[src/rtl/core/tdf_pkg.sv]
package tdf_pkg;

  localparam int unsigned AttemptSlots = 3;
  localparam logic [13:0] YearMinReset = 14'd2000;
  localparam logic [13:0] YearMaxReset = 14'd2099;
  localparam logic [13:0] NumSat = 14'd16383;
  localparam logic [11:0] AllMonths = 12'hFFF;

  localparam logic [0:0] RegYearMin = 1'b0;
  localparam logic [0:0] RegYearMax = 1'b1;

  typedef enum logic [8:0] {
    PhIdle  = 9'b000000001,
    PhDay   = 9'b000000010,
    PhMpre  = 9'b000000100,
    PhMsign = 9'b000001000,
    PhMonth = 9'b000010000,
    PhYear  = 9'b000100000,
    PhNsp   = 9'b001000000,
    PhNlet  = 9'b010000000,
    PhNsp2  = 9'b100000000
  } phase_e;

  typedef struct packed {
    phase_e      phase;
    logic [4:0]  day;
    logic        sep;
    logic [3:0]  month;
    logic [13:0] number;
    logic [2:0]  digits;
    logic [11:0] match;
    logic [3:0]  letters;
  } slot_t;

  typedef struct packed {
    logic [7:0] char_code;
    logic       last_char;
  } in_t;

  typedef struct packed {
    logic        date_found;
    logic [13:0] year_value;
    logic [3:0]  month_value;
    logic [4:0]  day_value;
  } out_t;

  typedef struct packed {
    logic        hit;
    logic [13:0] year;
    logic [3:0]  month;
    logic [4:0]  day;
  } hit_t;

  function automatic slot_t idle_slot();
    slot_t s;
    s = '0;
    s.phase = PhIdle;
    s.match = AllMonths;
    return s;
  endfunction

  function automatic logic [7:0] month_char(input logic [3:0] m, input logic [3:0] p);
    logic [71:0] t;
    logic [3:0] len;
    case (m)
      4'd0: begin t = "january  "; len = 4'd7; end
      4'd1: begin t = "february "; len = 4'd8; end
      4'd2: begin t = "march    "; len = 4'd5; end
      4'd3: begin t = "april    "; len = 4'd5; end
      4'd4: begin t = "may      "; len = 4'd3; end
      4'd5: begin t = "june     "; len = 4'd4; end
      4'd6: begin t = "july     "; len = 4'd4; end
      4'd7: begin t = "august   "; len = 4'd6; end
      4'd8: begin t = "september"; len = 4'd9; end
      4'd9: begin t = "october  "; len = 4'd7; end
      4'd10: begin t = "november "; len = 4'd8; end
      default: begin t = "december "; len = 4'd8; end
    endcase
    if (p >= len) return 8'h00;
    return t[71 - 8 * p -: 8];
  endfunction

endpackage

[src/rtl/core/tdf_cell.sv]
module tdf_cell (
  input  tdf_pkg::slot_t cur_i,
  input  logic [7:0]     c_i,
  input  logic [13:0]    year_min_i,
  input  logic [13:0]    year_max_i,
  output tdf_pkg::slot_t nxt_o,
  output tdf_pkg::hit_t  hit_o
);

  logic dig, alpha, white, sp;
  logic [3:0] d;
  logic [17:0] acc;
  logic [13:0] accs;
  logic [11:0] keep;
  logic [3:0] first;
  logic [7:0] lc;

  assign dig = (c_i >= 8'h30) && (c_i <= 8'h39);
  assign alpha = ((c_i | 8'h20) >= 8'h61) && ((c_i | 8'h20) <= 8'h7a);
  assign white = (c_i == 8'h20) || ((c_i >= 8'd9) && (c_i <= 8'd13));
  assign sp = (c_i == 8'h20);
  assign d = dig ? c_i[3:0] : 4'd0;
  assign lc = c_i | 8'h20;
  assign acc = {1'b0, cur_i.number, 3'b0} + {3'b0, cur_i.number, 1'b0} + {14'd0, d};
  assign accs = (acc > {4'd0, tdf_pkg::NumSat}) ? tdf_pkg::NumSat : acc[13:0];

  always_comb begin
    keep = '0;
    for (int m = 0; m < 12; m++) begin
      keep[m] = cur_i.match[m] && (tdf_pkg::month_char(4'(m), cur_i.letters) == lc);
    end
    first = 4'd0;
    for (int m = 11; m >= 0; m--) begin
      if (cur_i.match[m]) first = 4'(m);
    end
  end

  always_comb begin
    nxt_o = cur_i;
    hit_o = '0;
    unique case (cur_i.phase)
      tdf_pkg::PhDay: begin
        if (dig) begin
          nxt_o.number = accs;
        end else if (cur_i.number < 14'd1 || cur_i.number > 14'd31) begin
          nxt_o.phase = tdf_pkg::PhIdle;
        end else begin
          nxt_o.day = cur_i.number[4:0];
          if (c_i == 8'h2d || c_i == 8'h2f) begin
            nxt_o.sep = (c_i == 8'h2f);
            nxt_o.phase = tdf_pkg::PhMpre;
          end else if (sp) begin
            nxt_o.phase = tdf_pkg::PhNsp;
          end else if (alpha) begin
            nxt_o.phase = tdf_pkg::PhNlet;
            nxt_o.match = AllMonthsKeep(lc);
            nxt_o.letters = 4'd1;
          end else begin
            nxt_o.phase = tdf_pkg::PhIdle;
          end
        end
      end
      tdf_pkg::PhMpre, tdf_pkg::PhMsign: begin
        if (cur_i.phase == tdf_pkg::PhMpre && white) begin
          nxt_o.phase = tdf_pkg::PhMpre;
        end else if (cur_i.phase == tdf_pkg::PhMpre && c_i == 8'h2b) begin
          nxt_o.phase = tdf_pkg::PhMsign;
        end else if (dig) begin
          nxt_o.phase = tdf_pkg::PhMonth;
          nxt_o.number = {10'd0, d};
        end else begin
          nxt_o.phase = tdf_pkg::PhIdle;
        end
      end
      tdf_pkg::PhMonth: begin
        if (dig) begin
          nxt_o.number = accs;
        end else if (cur_i.number >= 14'd1 && cur_i.number <= 14'd12 &&
                     c_i == (cur_i.sep ? 8'h2f : 8'h2d)) begin
          nxt_o.month = cur_i.number[3:0];
          nxt_o.phase = tdf_pkg::PhYear;
          nxt_o.number = '0;
          nxt_o.digits = '0;
        end else begin
          nxt_o.phase = tdf_pkg::PhIdle;
        end
      end
      tdf_pkg::PhYear: begin
        if (dig) begin
          nxt_o.number = accs;
          if (cur_i.digits < 3'd7) nxt_o.digits = cur_i.digits + 3'd1;
        end else begin
          hit_o.hit = (cur_i.digits == 3'd4) && (cur_i.number >= year_min_i) &&
                      (cur_i.number <= year_max_i);
          hit_o.year = cur_i.number;
          hit_o.month = cur_i.month;
          hit_o.day = cur_i.day;
          nxt_o.phase = tdf_pkg::PhIdle;
        end
      end
      tdf_pkg::PhNsp: begin
        if (sp) begin
          nxt_o.phase = tdf_pkg::PhNsp;
        end else if (alpha) begin
          nxt_o.phase = tdf_pkg::PhNlet;
          nxt_o.match = AllMonthsKeep(lc);
          nxt_o.letters = 4'd1;
        end else begin
          nxt_o.phase = tdf_pkg::PhIdle;
        end
      end
      tdf_pkg::PhNlet, tdf_pkg::PhNsp2: begin
        if (cur_i.phase == tdf_pkg::PhNlet && alpha) begin
          nxt_o.match = keep;
          if (cur_i.letters != 4'd15) nxt_o.letters = cur_i.letters + 4'd1;
        end else if (cur_i.phase == tdf_pkg::PhNlet &&
                     (cur_i.letters < 4'd3 || cur_i.match == '0)) begin
          nxt_o.phase = tdf_pkg::PhIdle;
        end else begin
          if (cur_i.phase == tdf_pkg::PhNlet) nxt_o.month = first + 4'd1;
          if (sp) begin
            nxt_o.phase = tdf_pkg::PhNsp2;
          end else if (dig) begin
            nxt_o.phase = tdf_pkg::PhYear;
            nxt_o.number = {10'd0, d};
            nxt_o.digits = 3'd1;
          end else begin
            nxt_o.phase = tdf_pkg::PhIdle;
          end
        end
      end
      default: nxt_o.phase = tdf_pkg::PhIdle;
    endcase
  end

  function automatic logic [11:0] AllMonthsKeep(input logic [7:0] ch);
    logic [11:0] k;
    for (int m = 0; m < 12; m++) begin
      k[m] = (tdf_pkg::month_char(4'(m), 4'd0) == ch);
    end
    return k;
  endfunction

endmodule

[src/rtl/core/text_date_finder_core.sv]
// Channel | Valid     | Stall     | Payload
// in      | in_valid_i | in_stall_o | in_data_i (tdf_pkg::in_t)
// out     | out_valid_o | out_stall_i | out_data_o (tdf_pkg::out_t)
// cfg     | psel/penable | pready=1 | paddr/pwdata
// One byte per cycle unless stalled; all slot cells step in parallel.
// A result appears the cycle after the byte carrying the last mark.
// Input stalls while a finished result waits and the output is stalled.
// Reset clears all slots and restores the year window to 2000..2099.
module text_date_finder_core #(
  parameter int unsigned AttemptSlots = tdf_pkg::AttemptSlots
) (
  input  logic           clk_i,
  input  logic           rst_ni,
  input  logic           in_valid_i,
  output logic           in_stall_o,
  input  tdf_pkg::in_t   in_data_i,
  output logic           out_valid_o,
  input  logic           out_stall_i,
  output tdf_pkg::out_t  out_data_o,
  input  logic           psel,
  input  logic           penable,
  input  logic           pwrite,
  input  logic [2:0]     paddr,
  input  logic [31:0]    pwdata,
  output logic [31:0]    prdata,
  output logic           pready
);

  tdf_pkg::slot_t slot_q [AttemptSlots];
  tdf_pkg::slot_t step1 [AttemptSlots];
  tdf_pkg::slot_t step2 [AttemptSlots];
  tdf_pkg::slot_t comp [AttemptSlots];
  tdf_pkg::slot_t next_d [AttemptSlots];
  tdf_pkg::hit_t  hit1 [AttemptSlots];
  tdf_pkg::hit_t  hit2 [AttemptSlots];
  logic [13:0] year_min_q, year_max_q;
  logic prev_dig_q, latched_q;
  logic [22:0] date_q;
  logic in_acc, dig, is_last;
  logic out_acc;
  logic latched_d;
  logic [22:0] date_d, date_fin;
  logic found_fin;

  assign pready = 1'b1;
  assign prdata = {18'd0, (paddr[2] ? year_max_q : year_min_q)};
  assign in_acc = in_valid_i && !in_stall_o;
  assign out_acc = out_valid_o && !out_stall_i;
  assign in_stall_o = out_valid_o && out_stall_i;
  assign dig = (in_data_i.char_code >= 8'h30) && (in_data_i.char_code <= 8'h39);
  assign is_last = in_data_i.last_char;

  for (genvar g = 0; g < AttemptSlots; g++) begin : g_cell
    tdf_cell u_a (.cur_i(slot_q[g]), .c_i(in_data_i.char_code),
      .year_min_i(year_min_q), .year_max_i(year_max_q), .nxt_o(step1[g]), .hit_o(hit1[g]));
    tdf_cell u_b (.cur_i(comp[g]), .c_i(8'h00),
      .year_min_i(year_min_q), .year_max_i(year_max_q), .nxt_o(step2[g]), .hit_o(hit2[g]));
  end

  always_comb begin
    int k;
    k = 0;
    for (int i = 0; i < AttemptSlots; i++) comp[i] = tdf_pkg::idle_slot();
    for (int i = 0; i < AttemptSlots; i++) begin
      if (step1[i].phase != tdf_pkg::PhIdle) begin
        comp[k] = step1[i];
        k = k + 1;
      end
    end
    if (dig && !prev_dig_q && k < AttemptSlots) begin
      comp[k].phase = tdf_pkg::PhDay;
      comp[k].number = {10'd0, in_data_i.char_code[3:0]};
    end
    latched_d = latched_q;
    date_d = date_q;
    for (int i = 0; i < AttemptSlots; i++) begin
      if (hit1[i].hit && !latched_d) begin
        latched_d = 1'b1;
        date_d = {hit1[i].year, hit1[i].month, hit1[i].day};
      end
    end
    found_fin = latched_d;
    date_fin = date_d;
    for (int i = 0; i < AttemptSlots; i++) begin
      if (hit2[i].hit && !found_fin) begin
        found_fin = 1'b1;
        date_fin = {hit2[i].year, hit2[i].month, hit2[i].day};
      end
    end
    for (int i = 0; i < AttemptSlots; i++) next_d[i] = is_last ? tdf_pkg::idle_slot() : comp[i];
  end

  always_ff @(posedge clk_i or negedge rst_ni) begin
    if (!rst_ni) begin
      for (int i = 0; i < AttemptSlots; i++) slot_q[i] <= tdf_pkg::idle_slot();
      prev_dig_q <= 1'b0;
      latched_q <= 1'b0;
      date_q <= '0;
      out_valid_o <= 1'b0;
      out_data_o <= '0;
      year_min_q <= tdf_pkg::YearMinReset;
      year_max_q <= tdf_pkg::YearMaxReset;
    end else begin
      if (psel && penable && pwrite) begin
        if (paddr[2] == tdf_pkg::RegYearMax) year_max_q <= pwdata[13:0];
        else year_min_q <= pwdata[13:0];
      end
      if (in_acc && is_last) begin
        out_valid_o <= 1'b1;
        out_data_o <= {found_fin, found_fin ? date_fin : 23'd0};
      end else if (out_acc) begin
        out_valid_o <= 1'b0;
      end
      if (in_acc) begin
        slot_q <= next_d;
        prev_dig_q <= is_last ? 1'b0 : dig;
        latched_q <= is_last ? 1'b0 : latched_d;
        date_q <= is_last ? '0 : date_d;
      end
    end
  end

  a_latch_hold: assert property (@(posedge clk_i) disable iff (!rst_ni)
    latched_q && !(in_acc && is_last) |=> latched_q)
    else $error("latched date lost");
  a_found_year: assert property (@(posedge clk_i) disable iff (!rst_ni)
    out_valid_o && !out_data_o.date_found |-> out_data_o.year_value == 14'd0)
    else $error("year without date");
  a_out_hold: assert property (@(posedge clk_i) disable iff (!rst_ni)
    out_valid_o && out_stall_i |=> out_valid_o)
    else $error("result dropped");

endmodule
[config.mk]
export PLATFORM = sky130hd
export DESIGN_NAME = text_date_finder_core
export DESIGN_NICKNAME = d
export VERILOG_FILES = /design/src/rtl/core/tdf_pkg.sv /design/src/rtl/core/tdf_cell.sv /design/src/rtl/core/text_date_finder_core.sv
export SDC_FILE = /design/constraint.sdc
export NUM_CORES = 2
export LEC_CHECK = 0
export ABC_AREA = 1
export BUFFER_PORTS_ARGS = -buffer_cell sky130_fd_sc_hd__buf_2
export CAP_MARGIN = 40
export CORE_MARGIN = 2
export CORE_UTILIZATION = 40
export DETAILED_ROUTE_END_ITERATION = 6
export PLACE_DENSITY = 0.6
export SLEW_MARGIN = 25
export SYNTH_ARGS = -nofsm -noshare
export SYNTH_HDL_FRONTEND = slang
export SYNTH_SLANG_ARGS = --single-unit
export TNS_END_PERCENT = 100
[constraint.sdc]
create_clock -name clk_i -period 6.4 [get_ports clk_i]
set_clock_uncertainty 0.1 [all_clocks]
set_input_delay 1.6 -clock clk_i [delete_from_list [all_inputs] [get_ports clk_i]]
set_output_delay 1.6 -clock clk_i [all_outputs]
set_load 0.01 [all_outputs]
# Yosys cells after proc, flatten, opt, wreduce, memory -nomap -nowiden
# Index checks and enable logic that the tools add are counted.
[op_classes]
addsub = 20
mul = 0
div = 0
n_lt_le_gt_ge = 109
eq_ne = 148
shifts = 36
muxes = 1041
n_bitwise = 4
n_reduce_logical = 115
[op_table]
columns = ["cell", "n"]
rows = [
  ["8-bit 2-to-1 mux", 463],
  ["79-bit by 33-bit variable part select with 8-bit output (first input constant)", 36],
  ["8-bit equality test", 105],
  ["156-bit bitwise mux", 4],
  ["4-bit 2-to-1 mux", 151],
  ["156-bit 2-to-1 mux", 3],
  ["52-bit demux with 2-bit select", 4],
  ["16-bit 2-to-1 mux", 24],
  ["52-bit 2-to-1 mux", 7],
  ["1-bit 2-to-1 mux", 266],
  ["14-bit 2-to-1 mux", 19],
  ["24-bit 2-to-1 mux", 9],
  ["14-bit one-hot mux with 5 select lines", 3],
  ["9-bit 2-to-1 mux", 23],
  ["21-bit 2-to-1 mux", 9],
  ["23-bit 2-to-1 mux", 8],
  ["1-bit by 4-bit greater-or-equal comparator with 1-bit output (first input constant)", 42],
  ["9-bit one-hot mux with 6 select lines", 3],
  ["17-bit 2-to-1 mux", 9],
  ["16-bit one-hot mux with 3 select lines", 3],
  ["32-bit by 3-bit greater-or-equal comparator with 1-bit output (second input constant)", 3],
  ["32-bit by 1-bit < comparator with 1-bit output (second input constant)", 3],
  ["32-bit NOT", 3],
  ["1-bit logical AND", 86],
  ["other kinds (53)", 187],
]
[word_totals]
register_bits = 234
latchBits = 0
mem_bits_rw = 0
mem_bits_ro = 0
in_bits = 51
output_inout_bits = 59
elab_cells = 1507
mem_count = 0

# Logic depth before layout (Yosys ltp)
[logic_depth]
ltp_word = 51
mapped_depth = 55
ltp_nobuf = 48

# By module
# Synthesis repeated with hierarchy kept, for this count alone.
[hier_totals]
cells_unflattened = 8736
hier_area_um2 = 49043.3
[modules_own_cells]
columns = ["module", "instances", "cells_each", "area_each_um2", "seq_area_each_um2"]
rows = [
  ["tdf_cell (g_cell[0].u_a ...)", 3, 1103, 5754.3, 0.0],
  ["text_date_finder_core", 1, 2079, 14410.1, 5918.2],
  ["tdf_cell (g_cell[2].u_a)", 1, 1102, 5871.9, 0.0],
  ["tdf_cell (g_cell[2].u_b)", 1, 1130, 5800.6, 0.0],
  ["tdf_cell (g_cell[1].u_a)", 1, 1116, 5698.0, 0.0],
]

# Least setup slack after synthesis
# Ideal clock, no wire load.
[synth_path]
path_kind = "input -> register"
start = "in in_data_i[8] (netlist bit)"
end = "reg out_data_o[22] (netlist bit)"
setup_time_ns = 0.116
arrival_ns = 7.990
required_time_ns = 6.184
slack_ns = -1.807
cell_stages = 51
n_path_buf = 8
path_cell_list = "buf_6 nor2_4 nand3_1 nor2_1 buf_2 buf_2 buf_2 buf_2 buf_2 buf_1 nand2_1 xor2_1 inv_1 fa_1 o21ai_0 nand3_1 nand4_1 nand2_1 [... 15 more ...] nand3_1 nand2_1 o21a_1 inv_1 nand2_1 inv_1 nand2_1 inv_1 nand2_1 nor2_1 nand4_1 inv_2 buf_2 nand2_1 nand3_1 nand2_1 nand2_1 nand2_1"
[synth_via]
elab_chain_len = 35
elab_cells_between_ends = 208
cone_classes = "add/sub: 5; order compare: 22; eq/ne: 16; mux: 123; bitwise: 3; reduce/logical: 39"
[synth_lines]
columns = ["element", "line_no", "rtl"]
rows = [
  ["from (decl)", "text_date_finder_core.sv:16", "input tdf_pkg::in_t in_data_i,"],
  ["parallel branches: the longest is 34 deep, another holds 32-bit by 2-bit adder with 32-bit output", "n/a", ""],
  ["23-bit 2-to-1 mux (*)", "text_date_finder_core.sv:110", "out_data_o <= {found_fin, found_fin ? date_fin : 23'd0};"],
  ["to (signal assigned)", "text_date_finder_core.sv:110", ""],
  ["to (decl)", "text_date_finder_core.sv:19", "output tdf_pkg::out_t out_data_o,"],
]
# Every way passes the cells marked *.
# A chain may end at the register's enable or synchronous reset.

# Worst setup path after layout
[layout_path]
start = "in in_data_i[7] (netlist bit)"
end = "reg out_data_o[10] (netlist bit)"
# Same word-level chain as after synthesis.

==> run_summary.xml <==
<?xml version="1.0" encoding="UTF-8"?>
<metrics>
  <group name="run_status">
    <metric name="outcome" unit="">complete, but fails checks</metric>
    <metric name="failed_checks" unit="">setup timing</metric>
  </group>
  <group name="synth">
    <metric name="yosysWarningCount" unit="">0</metric>
    <metric name="synth_seq_cells" unit="">234</metric>
    <metric name="ys_types" unit="">70</metric>
    <metric name="post_synth.cell_area_avg" unit="µm²">6.048</metric>
    <metric name="synth_top_area_share" unit="%">16.75</metric>
    <metric name="synth_top_flop_cell" unit="">sky130_fd_sc_hd__dfrtp_1</metric>
    <metric name="synth_largest_area_cell" unit="">sky130_fd_sc_hd__nand2_1</metric>
    <metric name="cell_types_occupying_the_most_area_after_synthesis" unit="">sky130_fd_sc_hd__nand2_1 17%, sky130_fd_sc_hd__dfrtp_1 15%, sky130_fd_sc_hd__ha_1 11%, sky130_fd_sc_hd__o21ai_0 6.7%, sky130_fd_sc_hd__inv_1 6.6%</metric>
    <metric name="synth_area" unit="µm²">31080</metric>
    <metric name="synthesis.instances" unit="">5139</metric>
    <metric name="synth_enable_flop_cells" unit="">0</metric>
    <metric name="synth.yosys.seq_area_share" unit="%">19.04</metric>
    <metric name="asyncSetResetFlopFracSynth" unit="%">100.0</metric>
  </group>
  <group name="drt">
    <metric name="detail_route.wirelength" unit="µm">161000</metric>
    <metric name="drc_violation_total_after_the_first_tritonroute_iteration" unit="">4951</metric>
    <metric name="wl_per_cell" unit="µm">24.21</metric>
    <metric name="vias_per_cell" unit="">5.980</metric>
    <metric name="drc" unit="">0</metric>
    <metric name="via_count" unit="">39760</metric>
    <metric name="antenna_violating_nets_post_route" unit="">0</metric>
    <metric name="drtPass1Iterations" unit="">7</metric>
  </group>
  <group name="clocking">
    <metric name="htreeDepth" unit="">2</metric>
    <metric name="cts_tree" unit="">built</metric>
    <metric name="worst_setup_hold_path_clk_slew" unit="ps">60</metric>
    <metric name="clock_tree.root_cell" unit="">sky130_fd_sc_hd__clkbuf_16</metric>
    <metric name="cts-root-to-sink-buffers" unit="">3</metric>
    <metric name="numClockSinks" unit="">234</metric>
    <metric name="cts_inserted_buffers" unit="">34</metric>
    <metric name="clk_latency" unit="ps">570</metric>
  </group>
  <group name="layout">
    <metric name="final_cell_count_no_fill" unit="">6649</metric>
    <metric name="area.growth.synth_to_final" unit="%">27.38</metric>
    <metric name="final_core_util" unit="%">51.28</metric>
    <metric name="layout.area.seq" unit="µm²">5918</metric>
    <metric name="finish.instance_area" unit="µm²">39590</metric>
    <metric name="multi_input_comb_area" unit="µm²">23950</metric>
    <metric name="finalNetCount" unit="">5910</metric>
    <metric name="drive_gt1_share" unit="%">20.55</metric>
    <metric name="fillCellCount" unit="">7873</metric>
  </group>
  <group name="sta">
    <metric name="finalSetupTns" unit="ps">-9839</metric>
    <metric name="slew_headroom" unit="%">40.46</metric>
    <metric name="grt_setup_unrepaired" unit="">true</metric>
    <metric name="finalWorstSetupSlack" unit="ps">-496.4</metric>
    <metric name="final_hold_viol_count" unit="">0</metric>
    <metric name="finalCritPeriodShare" unit="%">107.8</metric>
    <metric name="timing.final.max_slew_violations" unit="">0</metric>
    <metric name="timing_worst_slew_pin_value" unit="ps">893.0</metric>
    <metric name="post-route-min-period" unit="ps">6896</metric>
    <metric name="timing.fmax" unit="GHz">0.1450</metric>
    <metric name="whs" unit="ps">372.8</metric>
    <metric name="setup_viol" unit="">24</metric>
  </group>
  <group name="place">
    <metric name="detailed_place_hpwl" unit="µm">123200</metric>
    <metric name="dp_cells" unit="">6518</metric>
    <metric name="portBuffers" unit="">70</metric>
    <metric name="pre_cts_slack" unit="ps">-1300</metric>
    <metric name="routability_cong" unit="">1.068</metric>
    <metric name="dpl-instance-area" unit="µm²">35810</metric>
  </group>
  <group name="grt">
    <metric name="grt_start_max_net_pins" unit="">79</metric>
    <metric name="overflow" unit="">0</metric>
    <metric name="vias_in_the_first_global_route" unit="">36590</metric>
    <metric name="grt_util_all_layers" unit="%">39.38</metric>
    <metric name="grt_antenna_before_repair" unit="">3</metric>
    <metric name="grt_pass1_wl" unit="µm">235200</metric>
  </group>
  <group name="worst_setup_path">
    <metric name="worstSetupStartpointType" unit="">primary input</metric>
    <metric name="critical_path.max_fanout" unit="">7</metric>
    <metric name="crit_path_top_delay_cell" unit="">sky130_fd_sc_hd__fa_2</metric>
    <metric name="cp.arrival" unit="ps">7250</metric>
    <metric name="critical_path.most_common_cell" unit="">sky130_fd_sc_hd__nand2_1</metric>
    <metric name="crit_path_max_incr_delay" unit="ps">340</metric>
    <metric name="worstSetupEndpointType" unit="">register</metric>
    <metric name="worst-endpoint-required" unit="ps">6750</metric>
    <metric name="setup.worst_path.class" unit="">primary input to register</metric>
  </group>
  <group name="die">
    <metric name="die_y" unit="µm">282.8</metric>
    <metric name="num_io_pins" unit="">110</metric>
    <metric name="initial_core_util" unit="%">40.26</metric>
    <metric name="die_x" unit="µm">282.8</metric>
    <metric name="rows" unit="">102</metric>
    <metric name="fp.dieArea" unit="µm²">79950</metric>
    <metric name="fp.coreArea" unit="µm²">77210</metric>
  </group>
  <group name="run">
    <metric name="maxCapViolCount" unit="">0</metric>
  </group>
  <group name="min_path">
    <metric name="worstHoldPathType" unit="">register to register</metric>
  </group>
  <group name="power_and_ir_drop">
    <metric name="p_leak" unit="nW">19.63</metric>
    <metric name="peak_supply_drop" unit="mV">0.1825</metric>
    <metric name="p_per_area" unit="nW/µm²">120.9</metric>
    <metric name="totalPowerFinal" unit="mW">4.787</metric>
  </group>
</metrics>
## Yosys cell counts (all sizes together), types with 92 or more instances
library cell	instances
nand2	1404
inv	585
nor2	559
o21ai	427
nand3	392
a21oi	295
ha	274
dfrtp	184
clkbuf	125
o22ai	118
xor2	102
nor3	100
buf	92
## flip-flops by register name, summed over array words and instances (netlist names)
| name | count |
|---|---|
| prev_dig_q | 1 |
| year_max_q | 14 |
| out_valid_o | 1 |
| date_q | 23 |
| out_data_o | 24 |
| slot_q | 156 |
| year_min_q | 14 |
| latched_q | 1 |
## layout by cell type, fill, tap and decap left out, types with 44 or more instances in the layout
| cell type | Yosys | layout |
|---|---|---|
| sky130_fd_sc_hd__ha_1 | 274 | 236 |
| sky130_fd_sc_hd__dfstp_2 | 50 | 50 |
| sky130_fd_sc_hd__nand3_1 | 382 | 339 |
| sky130_fd_sc_hd__nor2_1 | 538 | 483 |
| sky130_fd_sc_hd__buf_4 | 25 | 457 |
| sky130_fd_sc_hd__o21ai_0 | 419 | 385 |
| sky130_fd_sc_hd__nand2_2 | 13 | 98 |
| sky130_fd_sc_hd__buf_6 | 4 | 44 |
| sky130_fd_sc_hd__inv_2 | 35 | 63 |
| sky130_fd_sc_hd__buf_2 | 39 | 66 |
| sky130_fd_sc_hd__o211ai_1 | 75 | 75 |
| sky130_fd_sc_hd__a21oi_1 | 293 | 283 |
| sky130_fd_sc_hd__nor3_1 | 97 | 87 |
| sky130_fd_sc_hd__o22ai_1 | 118 | 115 |
| sky130_fd_sc_hd__nand2_1 | 1387 | 1266 |
| sky130_fd_sc_hd__xor2_1 | 102 | 100 |
| sky130_fd_sc_hd__nand4_1 | 77 | 77 |
| sky130_fd_sc_hd__inv_1 | 550 | 512 |
| sky130_fd_sc_hd__dfrtp_1 | 184 | 184 |
## critical path, delay by kind of cell
family	cells	cell delay [ps]
fa+ha+maj	4	890
compound gates	4	380
buf+inv	14	1670
simple gates	25	2690
## layout make-up
class                   instances  share of cell area (%)
diodes                          2                 0.01264
clock buffers                  52                   2.556
clock inverters                 9                  0.5024
inverters                     587                   5.634
multi-input cells            4121                   60.50
flip-flops and latches        234                   14.95
well taps                    1040                   3.286
repair buffers                602                   12.53
repair inverters                2                 0.03792
## layer usage
| layer | vias to the layer above | track usage (%) | routed length [µm] |
|---|---|---|---|
| li1 | 18230 | - | - |
| met1 | 18410 | 49.77 | 61850 |
| met2 | 2494 | 61.22 | 69040 |
| met3 | 628 | 6.603 | 16310 |
| met4 | 4 | 27.35 | 13760 |
| met5 | - | 0 | 25 |
## what timing repair did
item / 4_1_cts / 5_1_grt
gates cloned: 6 / 4
gates resized for setup: 280 / 195
hold buffers: 0 / 0
setup endpoints to repair: 24 / 24
setup buffers: 41 / 15
pin swaps: 136 / 125
## worst paths after layout
path                                  endpoint  slack (ps)      startpoint  depth (start not counted)
worst max-delay path            out_data_o[10]        -500    in_data_i[7]                         47
worst min-delay path            out_data_o[13]         370  out_data_o[13]                          2
worst max register to register   out_data_o[9]         170     slot_q[148]                         40
worst min register to register  out_data_o[13]         370  out_data_o[13]                          2
max in group asynchronous       out_data_o[15]        4100          rst_ni                          2
min in group asynchronous            slot_q[0]         870          rst_ni                          1
## where the power goes
part	switching (mW)	internal (mW)	leakage [nW]	total (mW)
sequential	0.0322	1.53	3.07	1.56
combinational	0.738	0.344	16.0	1.08
clock	0.811	1.33	0.588	2.14
## kinds of logic after synthesis
group | Yosys count | share of synthesized area (%)
compound gates | 1107 | 20.67
simple gates | 2598 | 35.48
fa+ha+maj | 277 | 11.22
other cells | 2 | 0.02416
xor+xnor | 116 | 3.269
flops | 234 | 19.04
buf+inv | 804 | 10.26
mux | 1 | 0.03220
Power figures use the tool's default switching activity.
